## config.mk

```make
export PLATFORM = sky130hd
export DESIGN_NAME = sync_word_frame_reassembler
export DESIGN_NICKNAME = d
export VERILOG_FILES = /design/src/sv/swfr_pkg.sv /design/src/sv/swfr_parser.sv /design/src/sv/sync_word_frame_reassembler.sv
export SDC_FILE = /design/constraint.sdc
export NUM_CORES = 1
export LEC_CHECK = 0
export BUFFER_PORTS_ARGS = -buffer_cell sky130_fd_sc_hd__buf_4
export CELL_PAD_IN_SITES_DETAIL_PLACEMENT = 0
export CELL_PAD_IN_SITES_GLOBAL_PLACEMENT = 1
export CORE_MARGIN = 8
export CORE_UTILIZATION = 38
export CTS_CLUSTER_SIZE = 20
export DETAILED_ROUTE_END_ITERATION = 10
export PLACE_DENSITY = 0.67
export SYNTH_ARGS = -nofsm -noshare
export SYNTH_HDL_FRONTEND = slang
export SYNTH_SLANG_ARGS = --single-unit
export TNS_END_PERCENT = 1
```

## constraint.sdc

```tcl
create_clock -name clk -period 5.7 [get_ports clk]
set_clock_uncertainty 0.15 [all_clocks]
set_input_delay 0.285 -clock clk [delete_from_list [all_inputs] [get_ports clk]]
set_output_delay 0.285 -clock clk [all_outputs]
set_load 0.01 [all_outputs]
```

## src/sv/swfr_pkg.sv

```systemverilog
// ----------------------------------------------------------------------------
// swfr_pkg
// Shared constants, status codes and result type of the sync word frame
// reassembler.
// ----------------------------------------------------------------------------
package swfr_pkg;

  // field widths of the ports
  localparam int BYTE_W   = 8;
  localparam int STATUS_W = 3;
  localparam int OFFSET_W = 12;
  localparam int FLEN_W   = 13;
  localparam int LEN_W    = 32;

  // default structure of a frame
  localparam int HEADER_BYTES_DEF   = 40;
  localparam int FRAME_CAPACITY_DEF = 4096;
  localparam logic [FLEN_W-1:0] MAX_FRAME_RST = FLEN_W'(4096);

  // sync word and the place of the length field
  localparam int SYNC_LEN      = 8;
  localparam int PROG_W        = $clog2(SYNC_LEN);
  localparam int LEN_FIELD_POS = 12;
  localparam int LEN_FIELD_LEN = 4;

  localparam logic [BYTE_W-1:0] SYNC_WORD [SYNC_LEN] = '{
    8'd2, 8'd1, 8'd4, 8'd3, 8'd6, 8'd5, 8'd8, 8'd7
  };

  // result status codes
  localparam logic [STATUS_W-1:0] ST_HUNTING  = 3'd0;
  localparam logic [STATUS_W-1:0] ST_SYNCED   = 3'd1;
  localparam logic [STATUS_W-1:0] ST_STORED   = 3'd2;
  localparam logic [STATUS_W-1:0] ST_COMPLETE = 3'd3;
  localparam logic [STATUS_W-1:0] ST_DROPPED  = 3'd4;

  typedef struct packed {
    logic [STATUS_W-1:0] status;
    logic [OFFSET_W-1:0] offset;
    logic [BYTE_W-1:0]   data_byte;
    logic [FLEN_W-1:0]   frame_length;
  } swfr_result_t;

endpackage

```

## src/sv/swfr_parser.sv

```systemverilog
// ----------------------------------------------------------------------------
// swfr_parser
// Frame tracking state (sync progress, byte count, declared length) and the
// decode of one received byte into its result, one byte per enabled cycle.
// ----------------------------------------------------------------------------
module swfr_parser #(
  parameter int HEADER_BYTES   = swfr_pkg::HEADER_BYTES_DEF,
  parameter int FRAME_CAPACITY = swfr_pkg::FRAME_CAPACITY_DEF
) (
  input  logic                           clk,
  input  logic                           rst_n,
  input  logic                           step,
  input  logic [swfr_pkg::BYTE_W-1:0]    rx_byte,
  input  logic [swfr_pkg::FLEN_W-1:0]    max_frame,
  output swfr_pkg::swfr_result_t         result
);
  import swfr_pkg::*;

  localparam int CNT_W = $clog2(FRAME_CAPACITY + 1);

  logic [PROG_W-1:0] prog_r, prog_nxt;
  logic [CNT_W-1:0]  cnt_r, cnt_nxt;
  logic [LEN_W-1:0]  len_r, len_nxt;

  logic [CNT_W-1:0]  cnt_inc;
  logic [LEN_W-1:0]  pos_ext;
  logic [LEN_W-1:0]  lane_ofs;
  logic [1:0]        lane;
  logic [LEN_W-1:0]  len_upd;
  logic [LEN_W-1:0]  limit;
  logic [LEN_W-1:0]  cnt_inc_ext;

  // length limit is the smaller of the register and the capacity
  assign limit = (LEN_W'(max_frame) > LEN_W'(FRAME_CAPACITY)) ?
                 LEN_W'(FRAME_CAPACITY) : LEN_W'(max_frame);

  assign cnt_inc     = cnt_r + CNT_W'(1);
  assign cnt_inc_ext = LEN_W'(cnt_inc);
  assign pos_ext     = LEN_W'(cnt_r);
  assign lane_ofs    = pos_ext - LEN_W'(LEN_FIELD_POS);
  assign lane        = lane_ofs[1:0];

  // gather the little-endian length field
  always_comb begin
    len_upd = len_r;
    if (pos_ext >= LEN_W'(LEN_FIELD_POS) &&
        pos_ext < LEN_W'(LEN_FIELD_POS + LEN_FIELD_LEN)) begin
      len_upd[{lane, 3'b000} +: BYTE_W] = len_r[{lane, 3'b000} +: BYTE_W] | rx_byte;
    end
  end

  // decode of one byte
  always_comb begin
    prog_nxt = prog_r;
    cnt_nxt  = cnt_r;
    len_nxt  = len_r;
    result   = '0;
    if (cnt_r == '0) begin
      // hunting for the sync word
      result.status = ST_HUNTING;
      if (rx_byte == SYNC_WORD[prog_r]) begin
        if (prog_r == PROG_W'(SYNC_LEN - 1)) begin
          prog_nxt      = '0;
          cnt_nxt       = CNT_W'(SYNC_LEN);
          len_nxt       = '0;
          result.status = ST_SYNCED;
        end else begin
          prog_nxt = prog_r + PROG_W'(1);
        end
      end else begin
        prog_nxt = (rx_byte == SYNC_WORD[0]) ? PROG_W'(1) : '0;
      end
    end else begin
      // in a frame: every byte is reported at its offset
      result.offset    = OFFSET_W'(cnt_r);
      result.data_byte = rx_byte;
      result.status    = ST_STORED;
      cnt_nxt          = cnt_inc;
      len_nxt          = len_upd;
      if (cnt_inc_ext == LEN_W'(HEADER_BYTES) &&
          (len_upd < LEN_W'(HEADER_BYTES) || len_upd > limit)) begin
        result.status = ST_DROPPED;
        prog_nxt      = '0;
        cnt_nxt       = '0;
        len_nxt       = '0;
      end else if (cnt_inc_ext >= LEN_W'(HEADER_BYTES) && cnt_inc_ext >= len_upd) begin
        result.status       = ST_COMPLETE;
        result.frame_length = FLEN_W'(len_upd);
        prog_nxt            = '0;
        cnt_nxt             = '0;
        len_nxt             = '0;
      end
    end
  end

  // state registers
  always_ff @(posedge clk) begin
    if (!rst_n) begin
      prog_r <= '0;
      cnt_r  <= '0;
      len_r  <= '0;
    end else if (step) begin
      prog_r <= prog_nxt;
      cnt_r  <= cnt_nxt;
      len_r  <= len_nxt;
    end
  end

endmodule

```

## src/sv/sync_word_frame_reassembler.sv

```systemverilog
// The result passes through the input register and then the result register,
// and the result register holds while out_stall is high; throughput is one
// byte per cycle while the output does not stall, set by the single decode
// pass between the two registers.
// Reset (rst_n low, synchronous) clears both stages, returns to hunting and
// sets max_frame to 4096.
// ----------------------------------------------------------------------------
// sync_word_frame_reassembler
// Hunts for the 8-byte sync word, then reports each frame byte at its offset,
// checks the declared length after the header and marks frame completion.
// ----------------------------------------------------------------------------
module sync_word_frame_reassembler #(
  parameter int HEADER_BYTES   = swfr_pkg::HEADER_BYTES_DEF,
  parameter int FRAME_CAPACITY = swfr_pkg::FRAME_CAPACITY_DEF
) (
  input  logic                           clk,
  input  logic                           rst_n,
  input  logic                           cfg_wr_en,
  input  logic [swfr_pkg::FLEN_W-1:0]    cfg_wr_data,
  input  logic                           in_valid,
  output logic                           in_stall,
  input  logic [swfr_pkg::BYTE_W-1:0]    in_rx_byte,
  output logic                           out_valid,
  input  logic                           out_stall,
  output logic [swfr_pkg::STATUS_W-1:0]  out_status,
  output logic [swfr_pkg::OFFSET_W-1:0]  out_offset,
  output logic [swfr_pkg::BYTE_W-1:0]    out_data_byte,
  output logic [swfr_pkg::FLEN_W-1:0]    out_frame_length
);
  import swfr_pkg::*;

  logic [FLEN_W-1:0] max_frame_r;
  logic              in_vld_r, in_vld_nxt;
  logic [BYTE_W-1:0] byte_r;
  logic              out_vld_r, out_vld_nxt;
  swfr_result_t      res_r;
  swfr_result_t      res;
  logic              out_load;
  logic              in_load;
  logic              step;

  // handshake between the stages
  assign out_load    = !out_vld_r || !out_stall;
  assign step        = in_vld_r && out_load;
  assign in_load     = !in_vld_r || out_load;
  assign in_stall    = !in_load;
  assign in_vld_nxt  = in_load ? in_valid : in_vld_r;
  assign out_vld_nxt = out_load ? step : out_vld_r;

  // configuration register
  always_ff @(posedge clk) begin
    if (!rst_n) begin
      max_frame_r <= MAX_FRAME_RST;
    end else if (cfg_wr_en) begin
      max_frame_r <= cfg_wr_data;
    end
  end

  // input register
  always_ff @(posedge clk) begin
    if (!rst_n) begin
      in_vld_r <= 1'b0;
    end else begin
      in_vld_r <= in_vld_nxt;
    end
  end

  always_ff @(posedge clk) begin
    if (in_valid && in_load) begin
      byte_r <= in_rx_byte;
    end
  end

  swfr_parser #(
    .HEADER_BYTES   (HEADER_BYTES),
    .FRAME_CAPACITY (FRAME_CAPACITY)
  ) u_parser (
    .clk       (clk),
    .rst_n     (rst_n),
    .step      (step),
    .rx_byte   (byte_r),
    .max_frame (max_frame_r),
    .result    (res)
  );

  // result register
  always_ff @(posedge clk) begin
    if (!rst_n) begin
      out_vld_r <= 1'b0;
    end else begin
      out_vld_r <= out_vld_nxt;
    end
  end

  always_ff @(posedge clk) begin
    if (step) begin
      res_r <= res;
    end
  end

  assign out_valid        = out_vld_r;
  assign out_status       = res_r.status;
  assign out_offset       = res_r.offset;
  assign out_data_byte    = res_r.data_byte;
  assign out_frame_length = res_r.frame_length;

endmodule
```

[Word-level counts from Yosys, hierarchy flattened]
Memory sizes are Yosys's and may differ from the RTL's.
Cells that the tools add are included.
Widths: inputs -> output; s select.
Word-level totals
  bits in registers: 107
  bits in read-only memories: 64
  input bits: 26
  logic and storage cells: 79
  memories: 1
Memories
  (name not given): words 8, bits a word 8, rd ports 1, clocked after memory_dff 0, wr ports 0, RTL line swfr_parser.sv:61  | if (rx_byte == SYNC_WORD[prog_r]) begin
Cells by class
  add/sub/neg operators: 4
  order comparisons: 8
  eq/ne operators: 6
  shift operators: 3
  muxes and demuxes: 26
  bitwise logic cells: 3
  reductions and logical operators: 17
Operators with widths (number)
  $mux 32: 6
  $mux 13: 6
  $bwmux 32: 1
  $ge 13x32->1: 1
  $gt 32x32->1: 1
  $lt 32x6->1 const B: 1
  $shift 8x7->32 const A: 1
  $shiftx 32x6->8: 1
  $shiftx 8x7->32: 1
  $mux 3: 8
  $mux 8: 2
  $add 13x1->13 const B: 1
  $eq 13x6->1 const B: 1
  $ge 13x4->1 const B: 1
  $ge 13x6->1 const B: 1
  $gt 13x13->1 const B: 1
  $logic_not 13->1: 1
  $lt 13x5->1 const B: 1
  $eq 8x2->1 const B: 1
  $eq 8x8->1: 1
  $or 8x8->8: 1
  $neg 5->7: 1
  $logic_and 1x1->1: 5
  $ge 4x4->1 const B: 1
  13 further kinds: 21

[Longest topological paths before layout]
Gate-level depths: netlist of the first run.
  depth after elaboration: 11
  depth in mapped cells: 21
  depth with buffers taken out: 16

[Cells and area by module]
Synthesis of the first run repeated with hierarchy kept, for this count alone.
Unflattened totals
  cell total of the unflattened synthesis: 639
  area, all modules: 6177.2 µm²
Modules (own cells, without submodules)
  swfr_parser: times used 1, cells an instance 545, area an instance 4272.8 µm²
  sync_word_frame_reassembler: times used 1, cells an instance 94, area an instance 1904.3 µm²

[Least setup slack after synthesis of the first run]
OpenSTA, ideal clock, no wires.
  kind: register -> register
  start: register u_parser.cnt_r[1]
  end: register u_parser.len_r[14]
  setup time: 0.084 ns
  arrival time: 4.594 ns
  data required time: 5.466 ns
  path slack: 0.872 ns
  stages on the path, launching flop included: 20
  path buffers: 4
  period minus slack after synthesis: 4.828 ns
  path through: dfxtp_1 -> buf_2 -> buf_2 -> clkbuf_1 -> inv_1 -> ha_1 -> and3_1 -> nand4_1 -> clkbuf_1 -> nor3_1 -> a21oi_1 -> inv_1 -> ha_1 -> a21oi_1 -> nand2_1 -> a211o_1 -> o31a_1 -> o41a_4 -> or3_4 -> o31ai_2
On the way
  word-level cells in the longest chain between the ends: 11
  elaborated cells between the ends (all ways): 27
  those cells by class: add/sub (3); order compare (6); eq/ne (3); shift (3); mux (5); bitwise (1); reduce/logical (6)
RTL lines
  start, declared: RTL line swfr_parser.sv:22  | logic [CNT_W-1:0] cnt_r, cnt_nxt;
  start signal, assigned: RTL line swfr_parser.sv:104  | cnt_r <= cnt_nxt;
  $sub 2x1->2: RTL line swfr_parser.sv:40  | assign lane_ofs = pos_ext - LEN_W'(LEN_FIELD_POS);
  $shiftx 32x6->8: RTL line swfr_parser.sv:48  | len_upd[{lane, 3'b000} +: BYTE_W] = len_r[{lane, 3'b000} +: BYTE_W] | rx_byte;
  $or 8x8->8: RTL line swfr_parser.sv:48
  $shiftx 8x7->32: RTL line swfr_parser.sv:48
  $bwmux 32: RTL line swfr_parser.sv:48
  $mux 32 (*): RTL line swfr_parser.sv:46  | if (pos_ext >= LEN_W'(LEN_FIELD_POS) &&
  net u_parser.len_upd[10]: RTL line swfr_parser.sv:29  | logic [LEN_W-1:0] len_upd;
  $ge 13x32->1 (tied with other cells): RTL line swfr_parser.sv:86  | end else if (cnt_inc_ext >= LEN_W'(HEADER_BYTES) && cnt_inc_ext >= len_upd) begin
  $logic_and 1x1->1 or $logic_or 1x1->1 (tied branches): RTL line swfr_parser.sv:86, swfr_parser.sv:81
  $mux 32 or $logic_and 1x1->1 (tied branches): RTL line swfr_parser.sv:86, swfr_parser.sv:80
  $mux 32 (*): RTL line swfr_parser.sv:80  | if (cnt_inc_ext == LEN_W'(HEADER_BYTES) &&
  $mux 32 (*): RTL line swfr_parser.sv:58  | if (cnt_r == '0) begin
  end signal, assigned: RTL line swfr_parser.sv:105  | len_r <= len_nxt;
  end, declared: RTL line swfr_parser.sv:23  | logic [LEN_W-1:0] len_r, len_nxt;
Mark *: on every way through the listed nets, which the timed path passes. The rest lies on a longest branch.
A chain may end at the register's enable or synchronous reset.

[Worst setup path after layout of the first run]
  start: register u_parser.cnt_r[6]
  end: register u_parser.len_r[16]
On the way
  word-level cells in the longest chain between the ends: 8
  elaborated cells between the ends (all ways): 20
  those cells by class: add/sub (1); order compare (6); eq/ne (3); mux (4); reduce/logical (6)
RTL lines (RTL line)
  $ge 13x4->1 or $lt 13x5->1 (tied branches): swfr_parser.sv:46, swfr_parser.sv:47
  $logic_and 1x1->1: swfr_parser.sv:46
  $mux 32: swfr_parser.sv:46
  $ge 13x32->1 (tied with other cells): swfr_parser.sv:86
  $logic_and 1x1->1 or $logic_or 1x1->1 (tied branches): swfr_parser.sv:86, swfr_parser.sv:81
  $mux 32 or $logic_and 1x1->1 (tied branches): swfr_parser.sv:86, swfr_parser.sv:80
  $mux 32: swfr_parser.sv:80
  $mux 32: swfr_parser.sv:58
Several ways; a longest one is shown, not always the timed one.

==> metrics.md, run 1 <==
| Metric | Value |
|---|---|
| Top_reg_cell synth | `dfxtp_1` |
| Layout cells sized above 1 | `about 18%` |
| Via density | `~5.6` |
| N_diodes | `0` |
| Via count | `approximately 5600` |
| Pwr Density | `208 nW/um^2` |
| Leak | `3.04 nW` |
| Cell mode on critical path | `a21oi_1` |
| Crit path DAT | `5.15 ns` |
| Number of core rows | `47` |
| Number of distinct library cells after synthesis | `72` |
| Min-delay worst type | `in2reg` |
| Vias in the first global route | `5495` |
| Post-synth ARST share | `0%` |
| Filler cell count | `1585` |
| Mapped Cells | `690` |
| Setup violators final | `0` |
| Largest family of logic cells by synthesized area | `simple AND/OR/NAND/NOR gates` |
| RePlAce Congestion | `roughly 0.91` |
| Cell count after placement | `963` |
| Total I/O pin count | `64` |
| Tot Pwr | `1.56 mW` |
| Synth Register Bits | `107` |
| Post-synthesis simple-gate area fraction | `21.6%` |
| CTS max path bufs | `2` |
| Clock sinks | `107` |
| Largest cells by area after synthesis | `edfxtp_1 21%, dfxtp_1 20%, ha_1 7.2%` |
| Initial antenna violation count | `0` |
| Synthesized-area fraction occupied by adder cells | `7.15%` |
| Critical path class | `reg2reg` |
| Synth warnings | `0` |
| Core area | `16400 um^2` |
| RSZ-0062 raised after global routing | `no` |
| Critical Path RT | `5.77 ns` |
| Xor and xnor area share after synthesis | `1.95%` |
| Final core occ | `45.8%` |
| 1st-iter DRT viols | `374` |
| Num CTS Buffers | `9` |
| Post-route setup TNS | `0 ns` |
| Setup WS post-layout | `between 0.6 and 0.7 ns` |
| Critical Path Fanout Max | `13` |
| Top-count cell post-synth | `dfxtp_1` |
| Post-synth net total | `around 750` |
| Pin count of the biggest net entering global routing | `38` |
| Synth top area share | `roughly a fifth` |
| Clock latency on the worst-skew pair | `between 0.3 and 0.4 ns` |
| Worst-path clk slew | `0.07 ns` |
| CP max stage delay | `0.62 ns` |
| Wire per inst | `19.6 um` |
| # port buffers | `63` |
| CTS tree | `built` |
| Layout area overhead | `19.5%` |
| CP Capture Type | `register` |
| Nets | `827` |
| Mean Syn Cell Area | `9.12 um^2` |
| Root Driver | `clkbuf_16` |
| VDD IR-drop max | `0.174 mV` |
| Global Route Usage Sum | `about a fifth` |
| Residual DRC count | `0` |
| Compound-gate portion of the synthesized area | `17.6%` |
| Largest area contributor in the netlist | `edfxtp_1` |
| Fin area | `7520 um^2` |
| Sequential fraction of the synthesis area | `41.0%` |
| Hold Vio Cnt, Final | `0` |
| Crit start category | `register` |
| H-tree depth | `3` |
| Die area | `20900 um^2` |
| Outcome | `completed` |
| Dpl ws | `0.454 ns` |
| Hpwl dp | `14800 um` |
| Total routed wirelength | `19400 um` |
| Final Max Tran Viols | `0` |
| Placed instance area | `7130 um^2` |
| DIE WIDTH | `145 um` |
| Mux cell area share after synthesis | `5.48%` |
| Fmax | `0.197 GHz` |
| Slew headroom | `47.4%` |
| Post-synth EDFFs | `between 40 and 50` |
| Hold slack | `roughly 0.038 ns` |
| First-pass GRT wire length | `around 30000 um` |
| Crit path time final | `5.08 ns` |
| Critical Path Slowest Stage Cell | `or4_4` |
| Maxcap violations | `0` |
| Slew @ Worst Pin | `0.787 ns` |
| Die Y | `145 um` |
| Mapped Area | `6300 um^2` |
| Starting density of the core | `38.4%` |
| Final worst-path cycle share | `roughly nine tenths` |
| Post-Layout Cell Count | `a little under 1000` |
| Grt total ovfl | `0` |
| Commonest cells post-synth | `63 x dfxtp_1, 62 x nor2_1, 60 x nand2_1, 44 x edfxtp_1, 36 x ha_1` |
| Drt pass-1 iters | `4` |
| Final ANT Viol Nets | `0` |
| CP cell instances | `or4_4, nor4_4, nand2_1, nor3_1, a21oi_1, ha_1, and3_1, o211ai_1, o211a_1, o41a_1, a211oi_1, a21oi_1, a31oi_2, o32ai_1` |
registers in the layout (all words and copies together) (netlist names):
register,cells
max_frame_r,13
out_valid,1
out_data_byte,8
u_parser.cnt_r,13
out_offset,12
byte_r,8
out_status,3
u_parser.prog_r,3
u_parser.len_r,32
out_frame_length,13
in_vld_r,1
critical path: cells and delay by family, from the launching register on:
family | cells | cell delay, ns
AOI/OAI and AO/OA | 8 | 2.18
adders and majority gates | 1 | 0.35
DFF | 1 | 0.40
and+or+nand+nor | 5 | 1.84
cell type report:
| type | count | area [um^2] | area share, % |
|---|---|---|---|
| Multi-Input combinational cell | 503 | 3390 | 45.1 |
| Clock buffer | 11 | 233 | 3.09 |
| Sequential cell | 107 | 2580 | 34.3 |
| Timing Repair Buffer | 109 | 856 | 11.4 |
| Inverter | 35 | 131 | 1.75 |
| Clock inverter | 5 | 55.1 | 0.732 |
| Tap cell | 220 | 275 | 3.66 |
final timing paths:
check             slack [ns]                             from  depth (start not counted)                               to
setup reg to reg        0.62   u_parser.cnt_r[6]$_SDFFE_PN0P_                         14  u_parser.len_r[16]$_SDFFE_PN0P_
hold reg to reg         0.33  u_parser.len_r[18]$_SDFFE_PN0P_                          2  u_parser.len_r[18]$_SDFFE_PN0P_
hold / removal          0.04                   cfg_wr_data[5]                          3      max_frame_r[5]$_SDFFE_PN0P_
setup / recovery        0.62   u_parser.cnt_r[6]$_SDFFE_PN0P_                         14  u_parser.len_r[16]$_SDFFE_PN0P_
cells by family after synthesis:
logic type / count (synthesis)
flops: 107
xor+xnor: 14
mux: 31
fa+ha+maj: 36
buf+inv: 80
simple gates: 263
compound gates: 159
layer usage:
layer	routed length (um)	global-route usage (%)
met1	8940	25.1
met2	9220	31.2
met3	935	4.10
met4	287	5.91
met5	0	0
timing repair:
item | CTS | global route
resized for setup | 0 | 0
hold buffers | 10 | 0
endpoints found under the setup margin | 0 | 1
hold endpoints to repair | 10 | 0
setup buffers | 0 | 1
layout by cell type, fill, tap and decap left out, drive strengths merged, types with 19 or more instances in the layout:
cell type and n:
nor3 22, buf 99, mux2i 21, inv 34, nand2 60, dfxtp 63
o21ai 35, ha 36, nand3 19, a21oi 35, nor2 62, nor2b 19
edfxtp 44
power breakdown:
group	internal, mW	leakage, nW	switching [mW]
clock network	0.340	0.136	0.290
logic	0.0495	1.97	0.0555
registers	0.815	0.931	0.0139
No activity file was read; power rests on OpenSTA's default activity.
==> run 2, diff against run 1 <==
CORE_ASPECT_RATIO = 1.2   (was unset)
CORE_UTILIZATION = 45   (was 38)
PLACE_DENSITY = 0.77   (was 0.67)
==> run 2 against run 1 <==
  * Final cell count fell by 6.3%
  * Via count rose by 0.22%
  * Register-to-register slack got worse by 0.14 ns
  * Wire length fell by 4.3%
  * Critical path depth did not move
  * Core utilization rose by 7.6 points
  * Sequential cell count did not move
==> metrics.md, run 2 (synthesized netlist as in run 1, its figures left out) <==
| Metric | Value |
|---|---|
| Die area | `18000 um^2 (-14%)` |
| Wire per inst | `20.0 um (+2.1%)` |
| Clock latency on the worst-skew pair | `0.36 ns (about the same)` |
| Pin count of the biggest net entering global routing | `37 (-2.6%)` |
| Most frequent cells in the layout | `86 x buf_4, 63 x dfxtp_1, 62 x nor2_1, 60 x nand2_1, 44 x edfxtp_1` |
| CP Capture Type | `register` |
| Layout area overhead | `16.9%` |
| Clock sinks | `107 (unchanged)` |
| Final ANT Viol Nets | `0 (unchanged)` |
| Slew @ Worst Pin | `1.20 ns (+0.409 ns)` |
| Hold Vio Cnt, Final | `0 (unchanged)` |
| Cell count after placement | `902 (-6.3%)` |
| CP cell instances | `or4_4, nor4_4, nand2_1, a21oi_1, inv_1, ha_1, nand4_1, nor3_1, a21oi_1, o31a_1, a41o_1, nor4_1, o211ai_1, o21ai_0` |
| Num CTS Buffers | `9 (unchanged)` |
| RePlAce Congestion | `0.964 (+5.8%)` |
| Total routed wirelength | `18600 um (-4.3%)` |
| Worst-path clk slew | `0.07 ns (about the same)` |
| DIE WIDTH | `124 um (-14%)` |
| Initial antenna violation count | `0 (unchanged)` |
| First-pass GRT wire length | `29500 um (-3.1%)` |
| Vias in the first global route | `5528 (+0.60%)` |
| VDD IR-drop max | `0.169 mV (-3.3%)` |
| Core area | `13800 um^2 (-16%)` |
| Residual DRC count | `0 (unchanged)` |
| 1st-iter DRT viols | `412 (+10%)` |
| Via count | `5564 (+0.22%)` |
| H-tree depth | `3 (unchanged)` |
| Crit path time final | `5.22 ns (+0.138 ns)` |
| RSZ-0062 raised after global routing | `no` |
| Dpl ws | `0.517 ns (+0.0626 ns)` |
| Final Max Tran Viols | `0 (unchanged)` |
| Cell mode on critical path | `a21oi_1` |
| CTS tree | `built` |
| Post-Layout Cell Count | `928 (-6.3%)` |
| Maxcap violations | `0 (unchanged)` |
| Slew headroom | `19.9% (-27 points)` |
| Critical Path Fanout Max | `18 (+5)` |
| Leak | `2.98 nW (-1.9%)` |
| CTS max path bufs | `2 (unchanged)` |
| Critical Path RT | `5.60 ns (-0.17 ns)` |
| Max reg flops | `32 (unchanged)` |
| CP max stage delay | `0.93 ns (+0.31 ns)` |
| Number of core rows | `47 (unchanged)` |
| Starting density of the core | `45.8% (+7.4 points)` |
| WL met3 | `1040 um (+11%)` |
| Root Driver | `clkbuf_16` |
| Crit path DAT | `5.12 ns (-0.03 ns)` |
| Critical path buffers and inverters | `1 (+1)` |
| Layout cells sized above 1 | `16.8% (-1.4 points)` |
| Critical Path Slowest Stage Cell | `o211ai_1` |
| M1 WL | `7810 um (-13%)` |
| Final worst-path cycle share | `91.6% (+2.4 points)` |
| Drt pass-1 iters | `5 (+1)` |
| Min-delay worst type | `in2reg` |
| Met2 WL post-DR | `8980 um (-2.6%)` |
| Outcome | `completed` |
| Die Y | `146 um (+0.59%)` |
| Grt total ovfl | `0 (unchanged)` |
| Post-route setup TNS | `0 ns (unchanged)` |
| Setup WS post-layout | `0.480 ns (-0.138 ns)` |
| Nets | `814 (-1.6%)` |
| Hpwl dp | `14100 um (-4.7%)` |
| Pwr Density | `213 nW/um^2 (+2.4%)` |
| # port buffers | `63 (unchanged)` |
| Setup Buffers After CTS | `0 (unchanged)` |
| Fmax | `0.192 GHz (-2.7%)` |
| Critical path class | `reg2reg` |
| Global Route Usage Sum | `21.1% (+1.9 points)` |
| N_diodes | `0 (unchanged)` |
| Largest Register | `u_parser.len_r` |
| Via density | `6.00 (+6.9%)` |
| Max Used Layer | `met4` |
| Setup violators final | `0 (unchanged)` |
| Commonest non-fill, non-tap cell in the layout | `buf_4` |
| Cts hold-fix bufs | `10 (unchanged)` |
| Total I/O pin count | `64 (unchanged)` |
| Crit start category | `register` |
| Number of gates resized after CTS | `0 (unchanged)` |
| Top Family by Delay on Critical Path | `compound AO/OA/AOI/OAI gates` |
run 2: report_power, final:
group	switching, mW	total [mW]	internal [mW]	leakage [nW]
clock network	0.286	0.636	0.351	0.147
registers	0.0140	0.829	0.815	0.931
logic	0.0532	0.102	0.0486	1.90
run 2: worst paths after layout:
path	start	to	slack, ns	cells after the start
max	u_parser.cnt_r[6]$_SDFFE_PN0P_	out_status[0]$_DFFE_PP_	0.48	14
max reg2reg	u_parser.cnt_r[6]$_SDFFE_PN0P_	out_status[0]$_DFFE_PP_	0.48	14
min	cfg_wr_data[10]	max_frame_r[10]$_SDFFE_PN0P_	0.03	3
min reg2reg	u_parser.len_r[16]$_SDFFE_PN0P_	u_parser.len_r[16]$_SDFFE_PN0P_	0.32	2
run 2: worst reg2reg max path, cell delays in order, from the launching register on:
cell and delay, ns:
dfxtp_1 0.40, or4_4 0.62, nor4_4 0.39, nand2_1 0.40, a21oi_1 0.55, inv_1 0.09, ha_1 0.34, nand4_1 0.13
nor3_1 0.06, a21oi_1 0.15, o31a_1 0.26, a41o_1 0.14, nor4_1 0.06, o211ai_1 0.93, o21ai_0 0.23
run 2: metal layers:
| layer | up-vias | GRT usage [%] |
|---|---|---|
| li1 | 2661 | - |
| met1 | 2661 | 26.1 |
| met2 | 192 | 33.9 |
| met3 | 50 | 3.49 |
| met4 | 0 | 11.2 |
| met5 | - | 0 |
run 2: layout make-up:
| type | count | area, um^2 |
|---|---|---|
| sequential | 107 | 2580 |
| inverter | 35 | 131 |
| multi-input combinational | 503 | 3390 |
| timing repair buffer | 96 | 746 |
| tap | 171 | 214 |
| clock inverter | 5 | 52.6 |
| clock buffer | 11 | 243 |
| fill | 1276 | 6400 |
run 2: stage by stage:
stage	util [%]	hold WS (ns)	power (mW)	area, um^2
after floorplan	-	0.234	0.894	6300
after global placement	50.6	0.304	0.941	6960
after detailed placement	50.6	0.312	0.944	6960
after CTS	53.5	0.0229	1.58	7360
after global routing	53.5	0.0361	1.62	7360
final	53.5	0.0284	1.57	7360
==> run 3, diff against run 2 <==
PLACE_DENSITY = 0.76   (was 0.77)
SYNTH_HIERARCHICAL = 1   (was unset)
==> run 3 against run 2 <==
  * First-iteration DRC count rose by 38%
  * Sequential cell count did not move
  * Fmax fell by 1.7%
  * Worst hold slack improved by 0.0035 ns
  * Sequential share of layout area rose by 0.68 points
  * Sequential power barely moved
==> metrics.md, run 3 <==
| Metric | Value |
|---|---|
| Layout cells sized above 1 | `17.9% (+1.1 points)` |
| Via density | `5.95 (-0.81%)` |
| N_diodes | `0 (unchanged)` |
| Mean Syn Cell Area | `9.67 um^2 (+5.9%)` |
| Largest Register | `u_parser/len_r` |
| H-tree depth | `3 (unchanged)` |
| Final Max Tran Viols | `0 (unchanged)` |
| Num CTS Buffers | `9 (unchanged)` |
| Die area | `17700 um^2 (-1.7%)` |
| Outcome | `completed` |
| Synth Register Bits | `107 (unchanged)` |
| Number of gates resized after CTS | `0 (unchanged)` |
| Final ANT Viol Nets | `0 (unchanged)` |
| Synth warnings | `6 (+6)` |
| Register-to-Register Path Depth | `13 (-1)` |
| CP Capture Type | `register` |
| Synthesized-area fraction occupied by adder cells | `7.29% (+0.14 points)` |
| Vias in the first global route | `5049 (-8.7%)` |
| Post-synth ARST share | `0% (unchanged)` |
| Min-Delay Startpoint | `cfg_wr_data[3]` |
| Largest area contributor in the netlist | `edfxtp_1` |
| Top Family by Delay on Critical Path | `simple AND/OR/NAND/NOR gates` |
| Top_reg_cell synth | `dfxtp_1` |
| Crit path DAT | `5.34 ns (+0.22 ns)` |
| Number of core rows | `47 (unchanged)` |
| Critical Path RT | `5.73 ns (+0.13 ns)` |
| Placed instance area | `6810 um^2 (-2.2%)` |
| RSZ-0062 raised after global routing | `no` |
| First-pass GRT wire length | `28000 um (-5.1%)` |
| Mapped Cells | `639 (-7.4%)` |
| Die Y | `144 um (-0.84%)` |
| Dpl ws | `0.426 ns (-0.0907 ns)` |
| Sequential standard cell area | `2580 um^2 (unchanged)` |
| Crit path from | `u_parser/cnt_r[4]$_SDFFE_PN0P_` |
| Residual DRC count | `0 (unchanged)` |
| WHS Path Cells | `3 (unchanged)` |
| Sequential fraction of the synthesis area | `41.8% (+0.79 points)` |
| Tot Pwr | `1.59 mW (+1.6%)` |
| CTS tree | `built` |
| Post-route setup TNS | `0 ns (unchanged)` |
| 1st-iter DRT viols | `570 (+38%)` |
| Max reg flops | `32 (unchanged)` |
| DIE WIDTH | `123 um (-0.83%)` |
| Initial antenna violation count | `0 (unchanged)` |
| Pwr Density | `221 nW/um^2 (+3.5%)` |
| CP cell instances | `or4_1, nor4_4, or4b_1, o21ai_0, ha_1, nor2b_1, o211ai_1, a21oi_1, o31ai_1, o21a_1, a41o_1, nand3_1, nor2_1` |
| Drt pass-1 iters | `5 (unchanged)` |
| Grt total ovfl | `0 (unchanged)` |
| Wire per inst | `20.7 um (+3.3%)` |
| Setup WS post-layout | `0.388 ns (-0.0923 ns)` |
| Total routed wirelength | `18000 um (-2.7%)` |
| Critical path buffers and inverters | `0 (-1)` |
| RR Endpoint | `out_frame_length[1]$_DFFE_PP_` |
| Mux cell area share after synthesis | `6.14% (+0.65 points)` |
| Commonest cells post-synth | `63 x dfxtp_1, 62 x nand2_1, 47 x nor2_1, 44 x edfxtp_1, 36 x ha_1` |
| Nets | `760 (-6.6%)` |
| Setup Buffers After CTS | `0 (unchanged)` |
| Mapped Area | `6180 um^2 (-1.9%)` |
| Hold endpoint | `max_frame_r[3]$_SDFFE_PN0P_` |
| Largest family of logic cells by synthesized area | `simple AND/OR/NAND/NOR gates` |
| Hpwl dp | `13700 um (-2.8%)` |
| Slew @ Worst Pin | `0.756 ns (-0.439 ns)` |
| Clock sinks | `107 (unchanged)` |
| Critical path class | `reg2reg` |
| Setup violators final | `0 (unchanged)` |
| Root Driver | `clkbuf_16` |
| Worst r2r src | `u_parser/cnt_r[4]$_SDFFE_PN0P_` |
| Filler cell count | `1242 (-2.7%)` |
| Crit start category | `register` |
| Hold Vio Cnt, Final | `0 (unchanged)` |
| Compound-gate portion of the synthesized area | `16.8% (-0.84 points)` |
| Total I/O pin count | `64 (unchanged)` |
| Worst-path clk slew | `0.07 ns (about the same)` |
| Commonest non-fill, non-tap cell in the layout | `buf_4` |
| Post-synth EDFFs | `44 (unchanged)` |
| # port buffers | `63 (unchanged)` |
| Largest cells by area after synthesis | `edfxtp_1 21%, dfxtp_1 20%, ha_1 7.3%` |
| Synth top area share | `21.4% (+0.40 points)` |
| Xor and xnor area share after synthesis | `2.13% (+0.18 points)` |
| Area of the multi-input gates | `3270 um^2 (-3.5%)` |
| Top-count cell post-synth | `dfxtp_1` |
| Critical Path Slowest Stage Cell | `or4_1` |
| Global Route Usage Sum | `20.5% (-0.54 points)` |
| Most frequent cells in the layout | `81 x buf_4, 63 x dfxtp_1, 62 x nand2_1, 46 x nor2_1, 44 x edfxtp_1` |
| VDD IR-drop max | `0.122 mV (-28%)` |
| Via count | `5198 (-6.6%)` |
| Post-synth net total | `701 (-6.8%)` |
| Slew headroom | `49.1% (+29 points)` |
| Leak | `2.89 nW (-2.9%)` |
| Maxcap violations | `0 (unchanged)` |
| Crit path time final | `5.31 ns (+0.0923 ns)` |
| Pin count of the biggest net entering global routing | `44 (+19%)` |
| Reg2reg setup slack | `0.39 ns (-0.09 ns)` |
| Cts hold-fix bufs | `10 (unchanged)` |
| Fmax | `0.188 GHz (-1.7%)` |
| Post-synthesis simple-gate area fraction | `20.4% (-1.2 points)` |
| Starting density of the core | `45.5% (-0.28 points)` |
| Final worst-path cycle share | `93.2% (+1.6 points)` |
| CTS max path bufs | `2 (unchanged)` |
| Clock latency on the worst-skew pair | `0.35 ns (about the same)` |
| Number of distinct library cells after synthesis | `73 (+1.4%)` |
| Min-delay worst type | `in2reg` |
| Hold slack | `0.0320 ns (+0.00354 ns)` |
| Fin area | `7220 um^2 (-1.9%)` |
| RePlAce Congestion | `0.924 (-4.2%)` |
| Core area | `13600 um^2 (-1.3%)` |
| Critical Path Fanout Max | `14 (-4)` |
| Layout area overhead | `16.9% (about the same)` |
| CP max stage delay | `0.73 ns (-0.20 ns)` |
run 3: cell count changes in the layout (fill, tap and decap cells not counted), sizes merged, moves of 6 or more:
cell	delta
a22o	+15
mux2	-6
a32o	+9
o32ai	-7
o2bb2ai	-6
o21ai	-22
a21oi	-18
nor2b	+6
nor2	-15
nor3	-14
run 3: worst max-delay path by stage:
stage                                      end  cells after the start
3_5_place_dp     out_frame_length[1]$_DFFE_PP_                     14
6_report         out_frame_length[1]$_DFFE_PP_                     13
2_1_floorplan  u_parser/len_r[28]$_SDFFE_PN0P_                      5
3_3_place_gp     out_frame_length[1]$_DFFE_PP_                     12
5_1_grt          out_frame_length[1]$_DFFE_PP_                     14
4_1_cts          out_frame_length[1]$_DFFE_PP_                     14
run 3: per-layer routing:
metal | global-route usage, % | wire [um] | vias to the layer above
li1 | - | - | 2460
met1 | 25.8 | 7780 | 2508
met2 | 34.3 | 8770 | 193
met3 | 2.97 | 961 | 37
met4 | 8.61 | 533 | 0
met5 | 0 | 0 | -
run 3: cell type report:
class | count | share of cell area [%]
multi-input combinational | 453 | 45.3
sequential | 107 | 35.8
timing repair buffer | 91 | 9.81
clock buffer | 9 | 3.12
tap | 171 | 2.96
inverter | 36 | 1.87
clock inverter | 7 | 1.14
run 3: stage by stage:
step | std cells | utilization, %
2_1_floorplan | 639 | -
3_3_place_gp | 848 | 50.1
3_5_place_dp | 848 | 50.1
4_1_cts | 874 | 53.1
5_1_grt | 874 | 53.1
6_report | 874 | 53.1
run 3: cell families after synthesis:
| family | after synthesis |
|---|---|
| AOI/OAI and AO/OA | 134 |
| muxes | 31 |
| adders and majority gates | 36 |
| DFF | 107 |
| xor gates and xnor gates | 15 |
| and+or+nand+nor | 237 |
| buffers and inverters | 79 |
run 3: where the power goes:
group / internal [mW] / switching, mW
combinational: 0.0506 / 0.0608
sequential: 0.815 / 0.0128
clock: 0.348 / 0.305
total: 1.21 / 0.378
run 3: worst reg2reg max path: cells and delay by family (launching register included):
kind	cells	cell delay [ns]
flops	1	0.40
fa+ha+maj	1	0.33
simple gates	6	2.74
compound gates	6	1.51
